[config.mk]
export PLATFORM = sky130hd
export DESIGN_NAME = rbsi_front
export DESIGN_NICKNAME = d
export VERILOG_FILES = /design/src/hw/rtl/rbsi_pkg.sv /design/src/hw/rtl/rbsi_front.sv
export SDC_FILE = /design/constraint.sdc
export NUM_CORES = 1
export LEC_CHECK = 0
export BUFFER_PORTS_ARGS = -buffer_cell sky130_fd_sc_hd__buf_4
export CAP_MARGIN = 10
export CORE_MARGIN = 8
export CORE_UTILIZATION = 25
export CTS_BUF_LIST = sky130_fd_sc_hd__clkbuf_4
export DETAILED_ROUTE_END_ITERATION = 8
export HOLD_SLACK_MARGIN = 0.05
export RECOVER_POWER = 25
export SLEW_MARGIN = 20
export SYNTH_ARGS = -nofsm -noshare
export SYNTH_HDL_FRONTEND = slang
export SYNTH_SLANG_ARGS = --single-unit
[constraint.sdc]
create_clock -name clock -period 7.7 [get_ports clock]
set_clock_uncertainty 0.15 [all_clocks]
set_input_delay 0.385 -clock clock [delete_from_list [all_inputs] [get_ports clock]]
set_output_delay 0.385 -clock clock [all_outputs]
set_load 0.05 [all_outputs]
[src/hw/rtl/rbsi_pkg.sv]
// ----------------------------------------------------------------------------
// rbsi_pkg
// Types and constants shared by the ray versus cube slab test pipeline.
// ----------------------------------------------------------------------------
package rbsi_pkg;

   // lane and stage counts
   localparam int AXES       = 3;
   localparam int LANES      = 2 * AXES;
   localparam int NUM_W      = 32;
   localparam int DIV_STAGES = 48;
   localparam int SQ_W       = DIV_STAGES + 1;
   localparam int PROD_W     = 63;

   // configuration register indexes
   localparam int CSR_IDX_W = 2;
   localparam logic [CSR_IDX_W-1:0] CSR_HALF_SIDE = 2'd0;
   localparam logic [CSR_IDX_W-1:0] CSR_FACE_TOL  = 2'd1;

   localparam logic [30:0] HALF_SIDE_RST = 31'h0000_8000;
   localparam logic [15:0] FACE_TOL_RST  = 16'd16;

   // distance limits
   localparam logic [30:0]     T_SAT     = 31'h7FFF_FFFF;
   localparam logic [SQ_W-1:0] T_NEG_INF = {1'b1, {(SQ_W-1){1'b0}}};
   localparam logic [SQ_W-1:0] T_POS_INF = {1'b0, {(SQ_W-1){1'b1}}};

   // face codes
   localparam logic [2:0] FACE_PX   = 3'd0;
   localparam logic [2:0] FACE_MX   = 3'd3;
   localparam logic [2:0] FACE_NONE = 3'd6;

   typedef struct packed {
      logic signed [31:0] origin_x;
      logic signed [31:0] origin_y;
      logic signed [31:0] origin_z;
      logic signed [31:0] dir_x;
      logic signed [31:0] dir_y;
      logic signed [31:0] dir_z;
   } rbsi_req_type;

   typedef struct packed {
      logic               hit;
      logic [30:0]        t_hit;
      logic signed [31:0] point_x;
      logic signed [31:0] point_y;
      logic signed [31:0] point_z;
      logic [2:0]         face;
   } rbsi_rsp_type;

   // per-ray data that rides alongside the dividers
   typedef struct packed {
      logic [AXES-1:0][31:0] org;
      logic [AXES-1:0][31:0] dmag;
      logic [AXES-1:0]       dneg;
      logic [AXES-1:0]       dzero;
      logic                  par_miss;
   } rbsi_side_type;

   // divider operands, lane 2*axis is the minus plane, 2*axis+1 the plus plane
   typedef struct packed {
      logic [LANES-1:0][NUM_W-1:0] num;
      logic [LANES-1:0][NUM_W-1:0] den;
      logic [LANES-1:0]            neg;
   } rbsi_div_op_type;

   typedef struct packed {
      rbsi_side_type                    side;
      logic [LANES-1:0][DIV_STAGES-1:0] quo;
      logic [LANES-1:0]                 neg;
   } rbsi_div_res_type;

endpackage

[src/hw/rtl/rbsi_front.sv]
// ----------------------------------------------------------------------------
// rbsi_front
// Input stage: slab numerators, direction magnitudes and parallel-axis miss.
// ----------------------------------------------------------------------------
module rbsi_front (
   input  logic                     clock,
   input  logic                     reset,
   input  logic                     en,
   input  logic                     in_valid,
   input  rbsi_pkg::rbsi_req_type   in_req,
   input  logic [30:0]              half_side,
   output logic                     out_valid,
   output rbsi_pkg::rbsi_side_type  out_side,
   output rbsi_pkg::rbsi_div_op_type out_op
);

   logic                      valid_ff;
   rbsi_pkg::rbsi_side_type   side_ff, side_in;
   rbsi_pkg::rbsi_div_op_type op_ff, op_in;
   logic [rbsi_pkg::AXES-1:0][31:0] org, dir;

   assign org = {in_req.origin_z, in_req.origin_y, in_req.origin_x};
   assign dir = {in_req.dir_z, in_req.dir_y, in_req.dir_x};

   // per axis: (-h - o) and (h - o) as sign and magnitude
   always_comb begin
      logic signed [33:0] h34, o34, nl, nh;
      logic [33:0]        ml, mh;
      logic [rbsi_pkg::AXES-1:0] out_slab;
      side_in  = '0;
      op_in    = '0;
      out_slab = '0;
      for (int a = 0; a < rbsi_pkg::AXES; a++) begin
         h34 = $signed({3'b000, half_side});
         o34 = $signed({{2{org[a][31]}}, org[a]});
         nl  = -h34 - o34;
         nh  = h34 - o34;
         ml  = nl[33] ? 34'(-nl) : 34'(nl);
         mh  = nh[33] ? 34'(-nh) : 34'(nh);
         side_in.org[a]   = org[a];
         side_in.dneg[a]  = dir[a][31];
         side_in.dmag[a]  = dir[a][31] ? (32'd0 - dir[a]) : dir[a];
         side_in.dzero[a] = (dir[a] == 32'd0);
         out_slab[a]      = (nl > 34'sd0) || (nh < 34'sd0);
         op_in.num[2*a]   = ml[31:0];
         op_in.num[2*a+1] = mh[31:0];
         op_in.den[2*a]   = side_in.dmag[a];
         op_in.den[2*a+1] = side_in.dmag[a];
         op_in.neg[2*a]   = nl[33] ^ dir[a][31];
         op_in.neg[2*a+1] = nh[33] ^ dir[a][31];
      end
      side_in.par_miss = |(side_in.dzero & out_slab);
   end

   always_ff @(posedge clock) begin
      if (reset) begin
         valid_ff <= 1'b0;
      end else if (en) begin
         valid_ff <= in_valid;
      end
   end

   always_ff @(posedge clock) begin
      if (en) begin
         side_ff <= side_in;
         op_ff   <= op_in;
      end
   end

   assign out_valid = valid_ff;
   assign out_side  = side_ff;
   assign out_op    = op_ff;

endmodule

Yosys cells after proc, flatten, opt, wreduce, memory -nomap -nowiden

Cells that the tools add are included.

Word-level logic and storage cells: 65
Register bits after elaboration: 398
Input bits: 227
Output and inout bits: 590

Reductions and logical operators: 7
$add $sub $neg: 16
Magnitude comparators: 6
Bitwise operators: 7
Multiplexer cells: 9

Operator list:

| cell                                                                              | number |
|---|---|
| 32-bit 2-to-1 mux                                                                 | 6 |
| 32-bit negation                                                                   | 6 |
| 34-bit by 1-bit greater-than comparator with 1-bit output (second input constant) | 3 |
| 34-bit by 32-bit subtractor with 34-bit output                                    | 3 |
| 33-bit by 1-bit < comparator with 1-bit output (second input constant)            | 3 |
| 32-bit by 32-bit subtractor with 33-bit output                                    | 3 |
| 32-bit logical NOT                                                                | 3 |
| 1-bit by 32-bit subtractor with 32-bit output (first input constant)              | 3 |
| 31-bit 2-to-1 mux                                                                 | 3 |
| 31-bit negation with 34-bit output                                                | 1 |
| 1-bit bitwise XOR                                                                 | 6 |
| 3-bit bitwise AND                                                                 | 1 |
| 1-bit logical OR                                                                  | 3 |
| 3-bit OR reduction                                                                | 1 |

Logic depth before layout (Yosys ltp)

Word-level depth: 6
Mapped depth: 20
Mapped depth without buffers: 18

Least setup slack after synthesis

Ideal clock, no wire load.

Kind: input-to-reg
From: input half_side[10]
To: register op_ff, in the netlist out_op[357] (data pin)
Buffers on the path: 1
Data required time: 7.288 ns
Slack: 2.287 ns
Cell stages on the path: 18
Library setup time: 0.262 ns
Arrival: 5.001 ns
Cell sequence: or4_1 or3_1 nor2_1 nand3_1 nor3_1 xnor2_1 ha_1 clkbuf_1 nand4_1 or2_2 or3_1 o21ai_0 a31oi_1 xnor2_1 or4_1 nor4_1 a21oi_1 xor2_1

RTL lines:

| element                | RTL line         | RTL |
|---|---|---|
| start: declaration     | rbsi_front.sv:11 | `input logic [30:0] half_side,` |
| end signal: assignment | rbsi_front.sv:66 | `op_ff <= op_in;` |
| end: declaration       | rbsi_front.sv:19 | `rbsi_pkg::rbsi_div_op_type op_ff, op_in;` |

==> flow_results.org <==
** Run status
- Status :: finished with violations
- The final reports fail on capacitance limit, slew limit.

** Placement
- The congestion estimate from routability-driven global placement came to roughly 0.95.
- Port bufs :: 816
- The wire-length estimate of the detail-placed layout is approximately 120000 um.
- Once placement finished, the instance area stood at 0.03844 sq mm.

** Worst hold path
- Hold Startpoint :: in_req[58]
- Counting instances, the worst hold path has a depth of 4.
- Kind of path behind the tightest hold check :: in2reg
- Destination of the worst hold path :: out_side[2]$_DFFE_PP_

** Logic synthesis
- Of the post-synthesis cell area, the dominant cell type holds between 30% and 40%.
- For this run, the leading register cell type out of synthesis is sky130_fd_sc_hd__edfxtp_1.
- Counting flops with a built-in enable in the synthesized netlist gives between 300 and 400.
- Synthesis produced a netlist whose cell count is 3394.
- Share of synthesized flip-flops with an asynchronous set or reset :: 0%
- Post-synthesis sequential area ratio :: 37.13%
- Synthesized flop and latch total :: slightly below 400
- The synthesized netlist devotes 8.177% of its cell area to adder and majority cells.
- Largest family of logic cells by synthesized area :: compound AO/OA/AOI/OAI gates
- Synthesized-area fraction occupied by and/or/nand/nor cells :: between 15 and 20%
- The number of nets handed over by synthesis was around 3.8k.
- Synthesized area :: ~0.032 sq mm
- Cell types occupying the most area after synthesis :: sky130_fd_sc_hd__edfxtp_1 (37%), sky130_fd_sc_hd__xnor2_1 (8.9%), sky130_fd_sc_hd__ha_1 (7.8%), sky130_fd_sc_hd__buf_4 (4.6%), sky130_fd_sc_hd__a21oi_1 (3.7%)
- The portion of synthesized area spent on multiplexers is less than 1%.
- Post-synthesis xor/xnor area fraction :: 12.26%
- During synthesis, Yosys emitted a total of 0 warnings.
- The synthesized netlist devotes 19.18% of its cell area to compound gates.
- Largest area contributor in the netlist :: sky130_fd_sc_hd__edfxtp_1
- Average instance area after synthesis :: 9.405 sq um
- Unique masters post-synth :: 91

** Critical path
- Worst reg-to-reg setup slack :: 6.36 ns
- The worst setup path is launched from an input pin.
- The setup path with the least slack is of type in2reg.
- Launching instance or port of the critical path :: half_side[10]
- Maximum fanout along the worst path :: 10
- For the worst setup path, the data required time is around 8.3 ns.
- FF-to-FF End :: out_valid$_SDFFE_PP0P_
- Crit end category :: register
- STA puts the critical path data arrival time at roughly 7.2 ns.
- Depth of the worst register-to-register path :: 3
- In this run the critical register-to-register path is launched from out_valid$_SDFFE_PP0P_.

** Floorplan
- I/O Pins :: around 820
- For this configuration, the core starts out at a cell density of around a quarter.
- Placement row count :: ~130
- Die area :: roughly 0.14 sq mm
- Vertical extent of the die :: between 300 and 400 um
- Area of the core :: about 0.13 sq mm
- The die is roughly 370 um wide.

** Global route
- Pin count of the biggest net entering global routing :: 120
- Number of global-route vias before repair :: a little over 30k
- The initial antenna violation count came to 23.
- GR Overflow Total :: 0
- The first global-routing pass estimated roughly 210000 um of wire.
- Combined global-route utilization of all metal layers :: between 20 and 25%

** Clock network
- In this run, post-CTS hold repair placed between 500 and 600 buffers.
- Clock-pin slew on the worst setup and hold paths :: 0.07 ns
- TritonCTS built the clock tree.
- Total clock sinks :: about 400
- The number of gates resized after CTS was 0.
- Buffers inserted during clock tree synthesis total 114.
- Clock tree synthesis selected as its root buffer the cell sky130_fd_sc_hd__clkbuf_4.
- CTS max path bufs :: 3
- After clock tree synthesis, the setup repair step added 0 buffers.
- Number of H-tree levels :: 3
- The clock reaches the later pin of the worst-skew pair after between 0.9 and 1 ns.

** Power and ir drop
- Net switching is between 40% and 50% of the power.
- In this run the power spent charging and discharging nets is ~4500 uW.
- IR analysis of the VDD net gives a maximum drop of 0.0001619 V.
- Relative contribution of combinational cells to total power :: between 40% and 50%
- Registers are responsible for roughly 30% of the overall power.
- Share of power burned in the clock network :: between 20% and 30%
- Int Power :: ~5400 uW
- In this run the static leakage power is around 0.018 uW.
- Dividing total power by cell area gives a power density of approximately 220 mW/mm^2.

** Routing
- The detail route stage leaves a number of antenna-violating nets equal to 0.
- Routed len/inst :: around 24 um
- Initial drt markers :: ~2.5k
- The first detailed-routing pass ran for 7 iterations.
- Via density per instance :: approximately 5.0
- Wire length reported by the detailed router :: 149300 um
- Overall via count from detail_route :: approximately 32k
- Remaining design rule violation count :: 0

** STA
- Number of max-slew violations in the final report :: 95
- Shortest period the worst path allows :: roughly 6.6 ns
- Setup repair after global routing left no endpoint under its margin.
- Headroom to the max-slew limit came out at -271.2%.
- Share of the clock period used by the worst path :: between 80% and 90%
- Slew @ Worst Pin :: between 5 and 6 ns
- Highest clock frequency the design can meet :: around 0.15 GHz
- Setup total negative slack on the finished layout was measured at 0 ns.
- The final hold violation count came to 0.
- Setup violations, final :: 0

** Final layout
- Leaving out fill and tap cells, the most frequent cell in the layout is sky130_fd_sc_hd__buf_4.
- Final net count :: between 4k and 5k
- Most frequent cells in the layout :: sky130_fd_sc_hd__buf_4 (725), sky130_fd_sc_hd__dlygate4sd3_1 (513), sky130_fd_sc_hd__edfxtp_1 (394), sky130_fd_sc_hd__xnor2_1 (323), sky130_fd_sc_hd__a21oi_1 (234)
- Synth-to-Final Area Change :: 40.17%
- Finished layout cell area :: roughly 0.045 sq mm
- Layout cells sized above 1 :: approximately a fifth

** Flow run
- Max-cap violations in this run came to 1.
## area by class of cell
class                   count  area (sq um)
diodes                     10         25.02
clock buffers             160          1201
clock inverters            47         267.8
fillers                 12920         82450
inverters                 178         668.1
multi-input cells        2526         17590
flip-flops and latches    395         11850
well taps                1662          2079
repair buffers           1343         11060
## logic make-up (layout without fill, tap and decap cells)
group | after synthesis | count (layout)
compound gates | 927 | 927
mux | 11 | 11
fa+ha+maj | 205 | 205
xor+xnor | 447 | 447
other cells | 0 | 10
buf+inv | 473 | 1728
flops | 395 | 395
simple gates | 936 | 936
## metal layers
metal	GRT usage, %	up-vias	share of wire (%)
met5	0	-	0.032
met1	25.01	15350	42
met4	8.793	8	4.3
met2	33.65	1284	47
li1	-	14850	-
met3	4.565	237	6.8
## through the flow
step                util [%]  instances  hold WS (ns)  power (uW)  setup WS, ns
floorplan                  -       3394        0.3074        6138         2.287
CTS                    35.41       6311       0.05060       10020         1.414
finish                 35.18       6321        0.2933        9898         1.098
global route           35.17       6318        0.1884       10360         1.046
global placement       30.22       5591        0.3244        7638        0.6912
detailed placement     30.22       5591        0.3573        7643        0.7164
## worst max-delay path, stage by stage
cell and delay (ns):
sky130_fd_sc_hd__dlygate4sd3_1 0.58, sky130_fd_sc_hd__buf_4 0.18, sky130_fd_sc_hd__or4_1 0.56, sky130_fd_sc_hd__or3_1 0.37
sky130_fd_sc_hd__nor2_1 0.30, sky130_fd_sc_hd__nand4_1 0.39, sky130_fd_sc_hd__nor2_1 0.23, sky130_fd_sc_hd__xnor2_1 0.29
sky130_fd_sc_hd__ha_1 0.44, sky130_fd_sc_hd__a21oi_1 0.20, sky130_fd_sc_hd__o21ai_0 0.16, sky130_fd_sc_hd__a211o_1 0.31
sky130_fd_sc_hd__a31oi_1 0.46, sky130_fd_sc_hd__xnor2_1 0.29, sky130_fd_sc_hd__or4_1 0.61, sky130_fd_sc_hd__or3_1 0.38
sky130_fd_sc_hd__nor4_1 0.89, sky130_fd_sc_hd__o211ai_1 0.19
## how the worst max path moves through the flow
| stage | endpoint | slack [ns] |
|---|---|---|
| finish | out_side[0]$_DFFE_PP_ | 1.10 |
| global route | out_side[0]$_DFFE_PP_ | 1.05 |
| CTS | out_side[0]$_DFFE_PP_ | 1.41 |
| detailed placement | out_side[0]$_DFFE_PP_ | 0.72 |
| global placement | out_side[0]$_DFFE_PP_ | 0.69 |
| floorplan | out_op[357]$_DFFE_PP_ | 2.29 |
## cell usage after synthesis, types with 15 or more instances
library cell,number
sky130_fd_sc_hd__o21ai_0,199
sky130_fd_sc_hd__and3_1,33
sky130_fd_sc_hd__nor2b_1,28
sky130_fd_sc_hd__nor2_1,212
sky130_fd_sc_hd__nand3_1,58
sky130_fd_sc_hd__o41ai_1,15
sky130_fd_sc_hd__a31oi_1,40
sky130_fd_sc_hd__or2_2,24
sky130_fd_sc_hd__a21oi_1,234
sky130_fd_sc_hd__and2_1,30
sky130_fd_sc_hd__nand2_1,227
sky130_fd_sc_hd__or4_1,29
sky130_fd_sc_hd__a211o_1,19
sky130_fd_sc_hd__nor4_1,34
sky130_fd_sc_hd__nor3_1,75
sky130_fd_sc_hd__nand4_1,39
sky130_fd_sc_hd__o211ai_1,30
sky130_fd_sc_hd__edfxtp_1,394
sky130_fd_sc_hd__nand2b_1,23
sky130_fd_sc_hd__xor2_1,122
sky130_fd_sc_hd__inv_1,178
sky130_fd_sc_hd__or3_1,58
sky130_fd_sc_hd__clkbuf_1,97
sky130_fd_sc_hd__xnor2_1,325
sky130_fd_sc_hd__a21o_1,67
sky130_fd_sc_hd__o31ai_1,65
sky130_fd_sc_hd__a211oi_1,32
sky130_fd_sc_hd__buf_4,195
sky130_fd_sc_hd__o21bai_1,21
sky130_fd_sc_hd__ha_1,199
sky130_fd_sc_hd__o21a_1,41
## flip-flops by register name (all words and copies together), names as in the netlist
register and count:
out_op 291, out_side 103, out_valid 1
## power by group through the flow
| stage | Clock (uW) | Sequential (uW) | Combinational [uW] |
|---|---|---|---|
| after floorplan | 0 | 4120 | 2020 |
| after global placement | 0 | 3040 | 4600 |
| after detailed placement | 0 | 3040 | 4600 |
| after CTS | 2150 | 3000 | 4870 |
| after global routing | 2230 | 3030 | 5100 |
| final | 2040 | 3000 | 4860 |
Power figures use the tool's default switching activity.
