`src/hw/rtl/rbsi_pkg.sv`:
```
// ----------------------------------------------------------------------------
// rbsi_pkg
// Types and constants shared by the ray versus cube slab test pipeline.
// ----------------------------------------------------------------------------
package rbsi_pkg;

   // lane and stage counts
   localparam int AXES       = 3;
   localparam int LANES      = 2 * AXES;
   localparam int NUM_W      = 32;
   localparam int DIV_STAGES = 48;
   localparam int SQ_W       = DIV_STAGES + 1;
   localparam int PROD_W     = 63;

   // configuration register indexes
   localparam int CSR_IDX_W = 2;
   localparam logic [CSR_IDX_W-1:0] CSR_HALF_SIDE = 2'd0;
   localparam logic [CSR_IDX_W-1:0] CSR_FACE_TOL  = 2'd1;

   localparam logic [30:0] HALF_SIDE_RST = 31'h0000_8000;
   localparam logic [15:0] FACE_TOL_RST  = 16'd16;

   // distance limits
   localparam logic [30:0]     T_SAT     = 31'h7FFF_FFFF;
   localparam logic [SQ_W-1:0] T_NEG_INF = {1'b1, {(SQ_W-1){1'b0}}};
   localparam logic [SQ_W-1:0] T_POS_INF = {1'b0, {(SQ_W-1){1'b1}}};

   // face codes
   localparam logic [2:0] FACE_PX   = 3'd0;
   localparam logic [2:0] FACE_MX   = 3'd3;
   localparam logic [2:0] FACE_NONE = 3'd6;

   typedef struct packed {
      logic signed [31:0] origin_x;
      logic signed [31:0] origin_y;
      logic signed [31:0] origin_z;
      logic signed [31:0] dir_x;
      logic signed [31:0] dir_y;
      logic signed [31:0] dir_z;
   } rbsi_req_type;

   typedef struct packed {
      logic               hit;
      logic [30:0]        t_hit;
      logic signed [31:0] point_x;
      logic signed [31:0] point_y;
      logic signed [31:0] point_z;
      logic [2:0]         face;
   } rbsi_rsp_type;

   // per-ray data that rides alongside the dividers
   typedef struct packed {
      logic [AXES-1:0][31:0] org;
      logic [AXES-1:0][31:0] dmag;
      logic [AXES-1:0]       dneg;
      logic [AXES-1:0]       dzero;
      logic                  par_miss;
   } rbsi_side_type;

   // divider operands, lane 2*axis is the minus plane, 2*axis+1 the plus plane
   typedef struct packed {
      logic [LANES-1:0][NUM_W-1:0] num;
      logic [LANES-1:0][NUM_W-1:0] den;
      logic [LANES-1:0]            neg;
   } rbsi_div_op_type;

   typedef struct packed {
      rbsi_side_type                    side;
      logic [LANES-1:0][DIV_STAGES-1:0] quo;
      logic [LANES-1:0]                 neg;
   } rbsi_div_res_type;

endpackage

```
`src/hw/rtl/rbsi_out_buf.sv`:
```
// ----------------------------------------------------------------------------
// rbsi_out_buf
// Two-entry result buffer between the pipeline and the result channel.
// ----------------------------------------------------------------------------
module rbsi_out_buf (
   input  logic                   clock,
   input  logic                   reset,
   input  logic                   push,
   input  rbsi_pkg::rbsi_rsp_type push_data,
   output logic                   full,
   output logic                   rsp_valid,
   input  logic                   rsp_ready,
   output rbsi_pkg::rbsi_rsp_type rsp_data
);

   rbsi_pkg::rbsi_rsp_type buf_ff [2];
   logic       wr_ptr_ff, rd_ptr_ff;
   logic [1:0] count_ff;
   logic       pop;

   assign pop       = rsp_valid && rsp_ready;
   assign rsp_valid = (count_ff != 2'd0);
   assign full      = (count_ff == 2'd2);
   assign rsp_data  = buf_ff[rd_ptr_ff];

   // pointers and fill count
   always_ff @(posedge clock) begin
      if (reset) begin
         wr_ptr_ff <= 1'b0;
         rd_ptr_ff <= 1'b0;
         count_ff  <= 2'd0;
      end else begin
         if (push) begin
            wr_ptr_ff <= ~wr_ptr_ff;
         end
         if (pop) begin
            rd_ptr_ff <= ~rd_ptr_ff;
         end
         if (push && !pop) begin
            count_ff <= count_ff + 2'd1;
         end else if (pop && !push) begin
            count_ff <= count_ff - 2'd1;
         end
      end
   end

   always_ff @(posedge clock) begin
      if (push) begin
         buf_ff[wr_ptr_ff] <= push_data;
      end
   end

endmodule

```
`config.mk`:
```
export PLATFORM = sky130hd
export DESIGN_NAME = rbsi_out_buf
export DESIGN_NICKNAME = d
export VERILOG_FILES = /design/src/hw/rtl/rbsi_pkg.sv /design/src/hw/rtl/rbsi_out_buf.sv
export SDC_FILE = /design/constraint.sdc
export NUM_CORES = 1
export LEC_CHECK = 0
export BUFFER_PORTS_ARGS = -buffer_cell sky130_fd_sc_hd__buf_2
export CAP_MARGIN = 10
export CORE_ASPECT_RATIO = 1.1
export CORE_MARGIN = 10
export CORE_UTILIZATION = 47
export CTS_CLUSTER_DIAMETER = 120
export DETAILED_ROUTE_END_ITERATION = 6
export MAX_ROUTING_LAYER = met4
export PLACE_DENSITY = 0.75
export SLEW_MARGIN = 25
export SYNTH_ARGS = -nofsm -noshare
export SYNTH_HDL_FRONTEND = slang
export SYNTH_SLANG_ARGS = --single-unit
```
`constraint.sdc`:
```
create_clock -name clock -period 6.3 [get_ports clock]
set_input_delay 0 -clock clock [delete_from_list [all_inputs] [get_ports clock]]
set_output_delay 0 -clock clock [all_outputs]
set_load 0.02 [all_outputs]
```
Word level (Yosys, flattened, before mapping) --
Memory sizes are Yosys's and may differ from the RTL's. A register that Yosys moved wholly into a read port is not among the register bits. Index checks and enable logic that the tools add are counted.
Word-level totals: register bits after elaboration 4, bits in latches 0, memory bits (writable) 262, bits in read-only memories 0, input bits 135, output and inout bits 133, logic and storage cells 22, memories kept 1
Operators by class: add/subtract/negate cells 2, multiply operators 0, divide/modulo/power cells 0, $lt $le $gt $ge 0, equality and inequality tests 1, shifts and indexed selects 0, mux-type cells 6, bitwise logic cells 2, reduce and logical (&&, ||, !) cells 7
Memories:
- buf_ff | words 2, width 131, read ports 1, clocked after Yosys merged registers in 1, write ports 1, RTL line rbsi_out_buf.sv:16 | rbsi_pkg::rbsi_rsp_type buf_ff [2];
Operator list (count):
- 2-to-1 mux 1 bit | 4
- 2-to-1 mux 2 bit | 2
- nonzero test 2 bit | 2
- logical AND 1 bit | 3
- adder 2 x 1 -> 2 bit (second input constant) | 1
- == test 2 bit (second input constant) | 1
- logical NOT 1 bit | 2
- NOT 1 bit | 2
- subtractor 2 x 1 -> 2 bit (second input constant) | 1

Longest topological paths before layout --
Gate-level depths: netlist of run 1.
word-level depth 5, mapped depth 5, mapped depth without buffers 5

Worst setup path before layout of run 1 --
Ideal clock, no wire load.
kind flip-flop to flip-flop, start register wr_ptr_ff, end memory buf_ff[0][0] in the netlist's numbering (enable), data arrival time 6.117 ns, required time 5.661 ns, setup slack -0.455 ns, cell stages (with the launch flop) 2, path buffers 0, clock period less this slack 6.755 ns, cells stage by stage dfxtp_1 nor2b_1
RTL lines:
- start, declared | RTL line rbsi_out_buf.sv:17 | logic wr_ptr_ff, rd_ptr_ff;
- start signal, assigned | RTL line rbsi_out_buf.sv:34 | wr_ptr_ff <= ~wr_ptr_ff;
- end, declared | RTL line rbsi_out_buf.sv:16
No word-level cell before the write port.

==> flow_summary.json, run 1 <==
{
  "critical_path.startpoint_type": "register",
  "nets": 987,
  "rows": 56,
  "core_area_um2": 21200,
  "synth-seq-cells": 267,
  "hp-start": "push_data[26]",
  "via_count": 5636,
  "start_util_pct": 47.4,
  "hold_class": "input pin to register",
  "finalMaxSlewViolations": 0,
  "worst_setup_path_end_kind": "primary output",
  "area_growth_pct": 38.0,
  "synth_top_cell_by_area": "edfxtp_1",
  "synth_cells": 430,
  "cts_setup_buffers": 0,
  "clk_latency_ns": 0.51,
  "period_share_pct": 47.1,
  "status": "finished clean",
  "synth-edff-count": 262,
  "num_io_pins": 268,
  "async_reset_ff_share_pct": 0,
  "period_needed_ns": 2.97,
  "yosys-top-cells-area": "edfxtp_1 (78%), mux2_4 (13%), mux2_2 (4.6%)",
  "leakagePower_nw": 5.42,
  "yosys-top-cells-count": "edfxtp_1 (262), mux2_4 (90), mux2_2 (41)",
  "hold_viol_final": 0,
  "post-route-util_pct": 65.4,
  "drive_gt1_share_pct": 51.4,
  "grt_pass1_wl_um": 35100,
  "syn_area_per_cell_um2": 23.3,
  "clk_path_buf_depth": 3,
  "setup_violations": 0,
  "slew_headroom_pct": 34.1,
  "synth.top_cell.area_share_pct": 78.4,
  "io_buffers": 267,
  "synth_seq_area_share_pct": 79.4,
  "wl_um": 22700,
  "cts_max_level": 1,
  "cts_sinks": 267,
  "grt_pass1_vias": 6270,
  "firstDrtPassIters": 4,
  "viasPerCell": 4.84,
  "grt_use_total_pct": 16.2,
  "ys_types": 17,
  "syn_area_um2": 10000,
  "max-cap-violations": 0,
  "fin_skew_ns": 0.00727,
  "tightestPinTransition_ns": 0.988,
  "post-route-drc-count": 0,
  "synth_nets": 566,
  "crit_fanout": 59,
  "path_class": "register to primary output",
  "yosysMostFrequentCell": "edfxtp_1",
  "overflow": 0,
  "ant_nets": 0,
  "wl_per_cell_um": 19.5,
  "root_buffer": "clkbuf_16",
  "numCtsBuffers": 27,
  "die_y_um": 173,
  "p_per_area_nw_per_um2": 366,
  "max-vdd-ir-drop_mv": 0.296,
  "gpl.final_weighted_congestion": 0.777,
  "grt_antenna_before_repair": 3,
  "synth_ff_type": "edfxtp_1",
  "path_clk_slew_ns": 0.06,
  "tns_ns": 0,
  "rsz0062_at_grt": "false",
  "reg2reg_from": "wr_ptr_ff",
  "die_w_um": 159,
  "timing.fmax_mhz": 337,
  "cp.arrival_ns": 2.97,
  "drt_iter0_drc": 269,
  "yosys_warnings": 0,
  "worstPathRequired_ns": 6.30,
  "die_area_um2": 27600,
  "dp_hpwl_um": 14000,
  "grt_max_degree": 72,
  "cts_tree": "yes"
}
==> where the power goes <==
part	leakage (nW)	switching [W]	internal, W
clock network	0.424	0.000619	0.000902
registers	2.50	0.000105	0.00209
logic	2.49	0.000709	0.000652
total	5.42	0.00143	0.00364
==> final cells by class <==
class	instances	area, µm²
Tap cell	290	363
Sequential cell	267	7970
Antenna cell	4	10.0
Multi-Input combinational cell	148	1930
Timing Repair Buffer	407	2730
Clock buffer	37	743
Fill cell	1453	7310
Clock inverter	11	104
==> stage by stage <==
stage | hold WS, ns | cells | setup WS [ns] | total power (W) | area [µm²]
6_report | 0.205 | 1164 | 3.33 | 0.00507 | 13800
4_1_cts | 0.180 | 1160 | 3.27 | 0.00511 | 13800
3_3_place_gp | 0.188 | 977 | 3.89 | 0.00350 | 11600
2_1_floorplan | 0.0691 | 430 | 2.11 | 0.00318 | 10000
3_5_place_dp | 0.192 | 977 | 3.78 | 0.00352 | 11600
5_1_grt | 0.188 | 1164 | 3.16 | 0.00528 | 13800
==> layout by cell type (no fill, tap or decap), types with 2 or more instances in the layout <==
cell type / count
buf_2: 267
buf_4: 5
bufinv_16: 2
clkbuf_1: 7
clkbuf_16: 27
clkbuf_8: 3
clkinv_2: 8
dfxtp_1: 4
diode_2: 4
dlygate4sd3_1: 135
edfxtp_1: 262
mux2_2: 41
mux2_4: 90
nor2_1: 4
o21ai_0: 2
xor2_1: 3
==> routing by layer <==
layer / GRT usage, % / vias to the layer above / share of wire (%)
met4: 4.98 / 0 / 2.4
li1: - / 2553 / -
met2: 27.6 / 248 / 51
met1: 19.0 / 2788 / 41
met5: - / - / 0
met3: 3.59 / 47 / 5.8
==> worst max-delay path, stage by stage (launching register included) <==
cell,delay [ns]
dfxtp_4,0.94
buf_4,0.84
mux2_2,0.43
buf_2,0.17
==> worst paths after layout <==
check	cells past startpoint	slack (ns)	endpoint
min reg2reg	2	0.53	rd_ptr_ff
min	2	0.21	buf_ff[0][26]
max reg2reg	3	3.83	buf_ff[0][102]
max	3	3.33	rsp_data[11]
==> cell families after synthesis <==
| logic type | share of synthesized area, % |
|---|---|
| AOI/OAI and AO/OA | 0.150 |
| xor gates and xnor gates | 0.349 |
| adders and majority gates | 0.125 |
| buffers and inverters | 1.47 |
| DFF | 79.4 |
| muxes | 18.1 |
| and+or+nand+nor | 0.461 |
==> registers in the layout, indices dropped and copies added, names as in the netlist, named ones only <==
register,cells
buf_ff,262
count_ff,2
rd_ptr_ff,1
wr_ptr_ff,1
==> what timing repair did <==
item,CTS,global route
endpoints found under the setup margin,0,0
hold buffers,135,0
hold endpoints to repair,267,0
resized for setup,0,0
Power figures use the tool's default switching activity.
==> run 2, diff against run 1 <==
- CORE_UTILIZATION: 47 -> 52
- PLACE_DENSITY: 0.75 -> 0.79
- clock period: 6.3 -> 2.75 ns (I/O delays scaled with it)
==> flow_summary.json, run 2 (synthesized netlist as in run 1, its figures left out) <==
{
  "slew_headroom_pct": 44.1,
  "fin_area_um2": 13800,
  "worstPathRequired_ns": 2.75,
  "cpPeakStageDelay_ns": 0.60,
  "final_common_cell": "buf_2",
  "tightestPinTransition_ns": 0.838,
  "p_per_area_nw_per_um2": 826,
  "clk_path_buf_depth": 3,
  "tns_ns": 0,
  "numCtsBuffers": 26,
  "hold_class": "input pin to register",
  "max-cap-violations": 0,
  "max-vdd-ir-drop_mv": 0.812,
  "grt_use_total_pct": 18.5,
  "cts_sinks": 267,
  "die_y_um": 166,
  "via_count": 5625,
  "finalMaxSlewViolations": 0,
  "fin_skew_ns": 0.00775,
  "core_area_um2": 19000,
  "grt_max_degree": 69,
  "start_util_pct": 52.7,
  "final_cell_mix": "buf_2 (267), edfxtp_1 (262), dlygate4sd3_1 (135)",
  "root_buffer": "clkbuf_16",
  "rows": 53,
  "drive_gt1_share_pct": 51.1,
  "post_dp_cell_area_um2": 11700,
  "dp_hpwl_um": 14300,
  "leakagePower_nw": 5.40,
  "critical_path.startpoint_type": "register",
  "grt_pass1_vias": 6415,
  "cts_tree": "yes",
  "ant_nets": 0,
  "area_growth_pct": 37.3,
  "reg_top3": "buf_ff x262, count_ff x2",
  "num_io_pins": 268,
  "status": "finished clean",
  "cts_max_level": 1,
  "post-route-drc-count": 0,
  "setup_violations": 0,
  "firstDrtPassIters": 4,
  "regMostFlops": "buf_ff",
  "gpl.final_weighted_congestion": 0.773,
  "cp.arrival_ns": 2.09,
  "viasPerCell": 5.02,
  "path_clk_slew_ns": 0.07,
  "io_buffers": 267,
  "grt_pass1_wl_um": 36300,
  "crit_chain": "buf_4 -> mux2_2 -> buf_2",
  "path_class": "register to primary output",
  "rsz0062_at_grt": "false",
  "crit_fanout": 26,
  "wl_per_cell_um": 21.1,
  "die_w_um": 152,
  "slowest_stage": "dfxtp_4",
  "hold_viol_final": 0,
  "worst_setup_path_end_kind": "primary output",
  "grt_antenna_before_repair": 5,
  "clk_latency_ns": 0.51,
  "wl_um": 23700,
  "timing.fmax_mhz": 479,
  "die_area_um2": 25300,
  "nets": 990,
  "period_share_pct": 76.0,
  "drt_iter0_drc": 354,
  "period_needed_ns": 2.09,
  "largest_reg_flops": 262,
  "overflow": 0,
  "cts_resized": 0
}
[run 2: cell count changes in the layout (fill, tap and decap cells not counted)]
cell and delta:
buf_12 +4, bufinv_16 -2, clkbuf_1 -3, clkbuf_8 -3, clkinv_1 +5, clkinv_2 -4
clkinv_4 +1, diode_2 +1, inv_8 +1
[run 2: area by class of cell]
class                           count  area, µm²
Fill cell                        1103       5250
Clock inverter                     12       62.6
Timing Repair Buffer              411       2810
Tap cell                          247        309
Multi-Input combinational cell    148       1930
Antenna cell                        5       12.5
Clock buffer                       31        691
Sequential cell                   267       7970
[run 2: layer usage]
layer / up-vias / GRT usage [%] / share of wire, %
li1: 2562 / - / -
met3: 45 / 4.04 / 6.7
met5: - / - / 0
met2: 256 / 32.6 / 54
met1: 2762 / 20.3 / 37
met4: 0 / 5.98 / 2.5
[run 2: metrics by stage]
step	cells	utilization [%]	hold WS, ns	total power [W]	setup slack [ns]
after floorplan	430	-	0.0691	0.00727	0.0415
after global placement	938	61.3	0.187	0.00803	1.25
after detailed placement	938	61.3	0.191	0.00811	1.16
after CTS	1116	72.4	0.182	0.0114	0.650
after global routing	1121	72.4	0.188	0.0118	0.574
final	1121	72.4	0.208	0.0114	0.661
[run 2: worst max-delay path: cells and delay by family (launching register included)]
kind                   cells  cell delay, ns
muxes                      1            0.38
DFF                        1            0.60
buffers and inverters      2            0.58
[run 2: where the power goes]
| part | internal, W | switching (W) |
|---|---|---|
| combinational | 0.00152 | 0.00175 |
| sequential | 0.00478 | 0.000157 |
| clock | 0.00178 | 0.00140 |
[run 2: timing repair]
| action | 4_1_cts | 5_1_grt |
|---|---|---|
| setup buffers | 0 | 0 |
| endpoints found under the hold margin | 267 | 0 |
| hold buffers | 135 | 0 |
[run 2: path summary, 6_finish.rpt]
path                                startpoint  slack [ns]  depth (start not counted)        endpoint
worst min register to register       rd_ptr_ff        0.57                          2       rd_ptr_ff
worst max register to register     count_ff[0]        1.11                          4     count_ff[1]
worst min-delay path            push_data[109]        0.21                          2  buf_ff[1][109]
worst max-delay path                  register        0.66                          3    rsp_data[16]
==> run 3, diff against run 2 <==
- ABC_AREA: default -> 1
- clock period: 2.75 -> 1.95 ns (I/O delays scaled with it)
==> flow_summary.json, run 3 <==
{
  "ant_nets": 0,
  "syn_area_per_cell_um2": 22.7,
  "wl_um": 24100,
  "leakagePower_nw": 5.47,
  "synth_seq_area_share_pct": 79.2,
  "final_common_cell": "buf_2",
  "synth.top_cell.area_share_pct": 78.2,
  "root_buffer": "clkbuf_16",
  "grt_use_total_pct": 18.4,
  "start_util_pct": 52.7,
  "combinationalPowerShare_pct": 17.7,
  "path_class": "register to primary output",
  "finalMaxSlewViolations": 0,
  "drt_iter0_drc": 303,
  "hold_class": "input pin to register",
  "syn_area_um2": 10100,
  "synth-edff-count": 262,
  "wl_per_cell_um": 21.1,
  "synth-seq-cells": 267,
  "grt_pass1_vias": 6494,
  "final_cell_mix": "buf_2 (267), edfxtp_1 (262), dlygate4sd3_1 (135)",
  "synth_nets": 579,
  "max-cap-violations": 0,
  "internal_power_w": 0.0103,
  "yosys-top-cells-area": "edfxtp_1 (78%), mux2_4 (13%), mux2_2 (4.6%)",
  "viasPerCell": 5.06,
  "nets": 1006,
  "yosys-top-cells-count": "edfxtp_1 (262), mux2_4 (90), mux2_2 (41)",
  "io_buffers": 267,
  "status": "finished clean",
  "grt_pass1_wl_um": 36400,
  "finalNonFillerCells": 1141,
  "cts_max_level": 1,
  "num_io_pins": 268,
  "period_share_pct": 96.7,
  "rsz0062_at_grt": "false",
  "post-route-drc-count": 0,
  "period_needed_ns": 1.89,
  "setup_violations": 0,
  "slew_headroom_pct": 69.1,
  "synth_cells": 443,
  "holdPathStages": 2,
  "timing.fmax_mhz": 530,
  "clock_power_share_pct": 32.6,
  "tightestPinTransition_ns": 0.463,
  "clk_path_buf_depth": 3,
  "max-vdd-ir-drop_mv": 0.860,
  "core_area_um2": 19100,
  "p_per_area_nw_per_um2": 982,
  "reg2reg_depth": 5,
  "regMostFlops": "buf_ff",
  "ys_types": 16,
  "report.power.total_w": 0.0136,
  "gpl.final_weighted_congestion": 0.772,
  "area_growth_pct": 38.0,
  "async_reset_ff_share_pct": 0,
  "reg_top3": "buf_ff x262, count_ff x2",
  "swShare_pct": 24.7,
  "seq_power_share_pct": 49.7,
  "clk_latency_ns": 0.51,
  "synth_ff_type": "edfxtp_1",
  "fin_skew_ns": 0.0112,
  "switchingPower_w": 0.00336,
  "yosysMostFrequentCell": "edfxtp_1",
  "yosys_warnings": 0,
  "die_w_um": 153,
  "crit_fanout": 21,
  "synth_top_cell_by_area": "edfxtp_1",
  "overflow": 0,
  "placed_cells": 954,
  "cts_tree": "yes",
  "largest_reg_flops": 262,
  "drive_gt1_share_pct": 50.6,
  "critical_path.startpoint_type": "register",
  "cts_sinks": 267,
  "grt_max_degree": 81,
  "via_count": 5773,
  "cp.arrival_ns": 1.89,
  "path_clk_slew_ns": 0.07,
  "die_y_um": 166,
  "firstDrtPassIters": 4,
  "dp_hpwl_um": 15200,
  "grt_antenna_before_repair": 4,
  "rows": 53,
  "hold_viol_final": 0,
  "numCtsBuffers": 25,
  "worst_setup_path_end_kind": "primary output",
  "worstPathRequired_ns": 1.95,
  "die_area_um2": 25300
}
==> run 3: per-layer routing <==
layer	part of all wire (%)	routed length [µm]	global-route usage (%)	vias up
met5	0	0	-	-
met4	2.9	708	6.22	0
met3	6.4	1540	4.38	51
met2	54	13100	33.3	230
met1	36	8750	19.2	2884
li1	-	-	-	2608
==> run 3: stage by stage <==
step / instance area, µm² / util (%) / hold slack [ns] / setup TNS, ns / worst slack (ns)
final: 13900 / 72.7 / 0.216 / 0 / 0.0648
after detailed placement: 11800 / 61.5 / 0.192 / 0 / 0.420
after CTS: 13900 / 72.6 / 0.186 / 0 / 0.0355
after floorplan: 10100 / - / 0.0718 / -196.99 / -0.781
after global routing: 13900 / 72.7 / 0.204 / 0 / 0.0151
after global placement: 11800 / 61.5 / 0.188 / 0 / 0.452
==> run 3: kinds of logic (layout without fill, tap and decap cells) <==
kind of cell	count (synthesis)	in the layout	synth area share (%)
DFF	267	267	79.2
AOI/OAI and AO/OA	3	3	0.149
adders and majority gates	1	1	0.124
other	0	6	0
and+or+nand+nor	18	18	0.734
muxes	131	131	18.0
buffers and inverters	23	468	1.77
==> run 3: path summary, 6_finish.rpt <==
path                      start       endpoint  slack (ns)
setup / recovery       register   rsp_data[18]        0.06
hold / removal    push_data[19]  buf_ff[0][19]        0.22
setup reg to reg      wr_ptr_ff      wr_ptr_ff        0.29
hold reg to reg       rd_ptr_ff      rd_ptr_ff        0.57
==> run 3: final cells by class <==
| cell class | instances | area, µm² |
|---|---|---|
| Antenna cell | 6 | 15.0 |
| Inverter | 8 | 33.8 |
| Multi-Input combinational cell | 153 | 1920 |
| Timing Repair Buffer | 415 | 2880 |
| Clock buffer | 27 | 633 |
| Tap cell | 247 | 309 |
| Clock inverter | 18 | 114 |
| Sequential cell | 267 | 7970 |
| Fill cell | 1101 | 5220 |
==> run 3: worst max-delay path, cell delays in order, from the launching register on <==
cell and delay (ns):
dfxtp_4 0.57, buf_12 0.25, mux2_2 0.37, buf_2 0.17
==> run 3: power groups by stage <==
stage	clock, W	combinational [W]	sequential, W
CTS	0.00453	0.00241	0.00677
detailed placement	0	0.00215	0.00691
global placement	0	0.00210	0.00688
finish	0.00444	0.00241	0.00677
floorplan	0	0.00149	0.00684
global route	0.00476	0.00254	0.00680
==> run 3: what timing repair did <==
| item | CTS | global route |
|---|---|---|
| hold buffers | 135 | 0 |
| hold endpoints to repair | 267 | 0 |
| setup endpoints to repair | 112 | 0 |
| setup buffers | 1 | 0 |
| resized for setup | 0 | 0 |
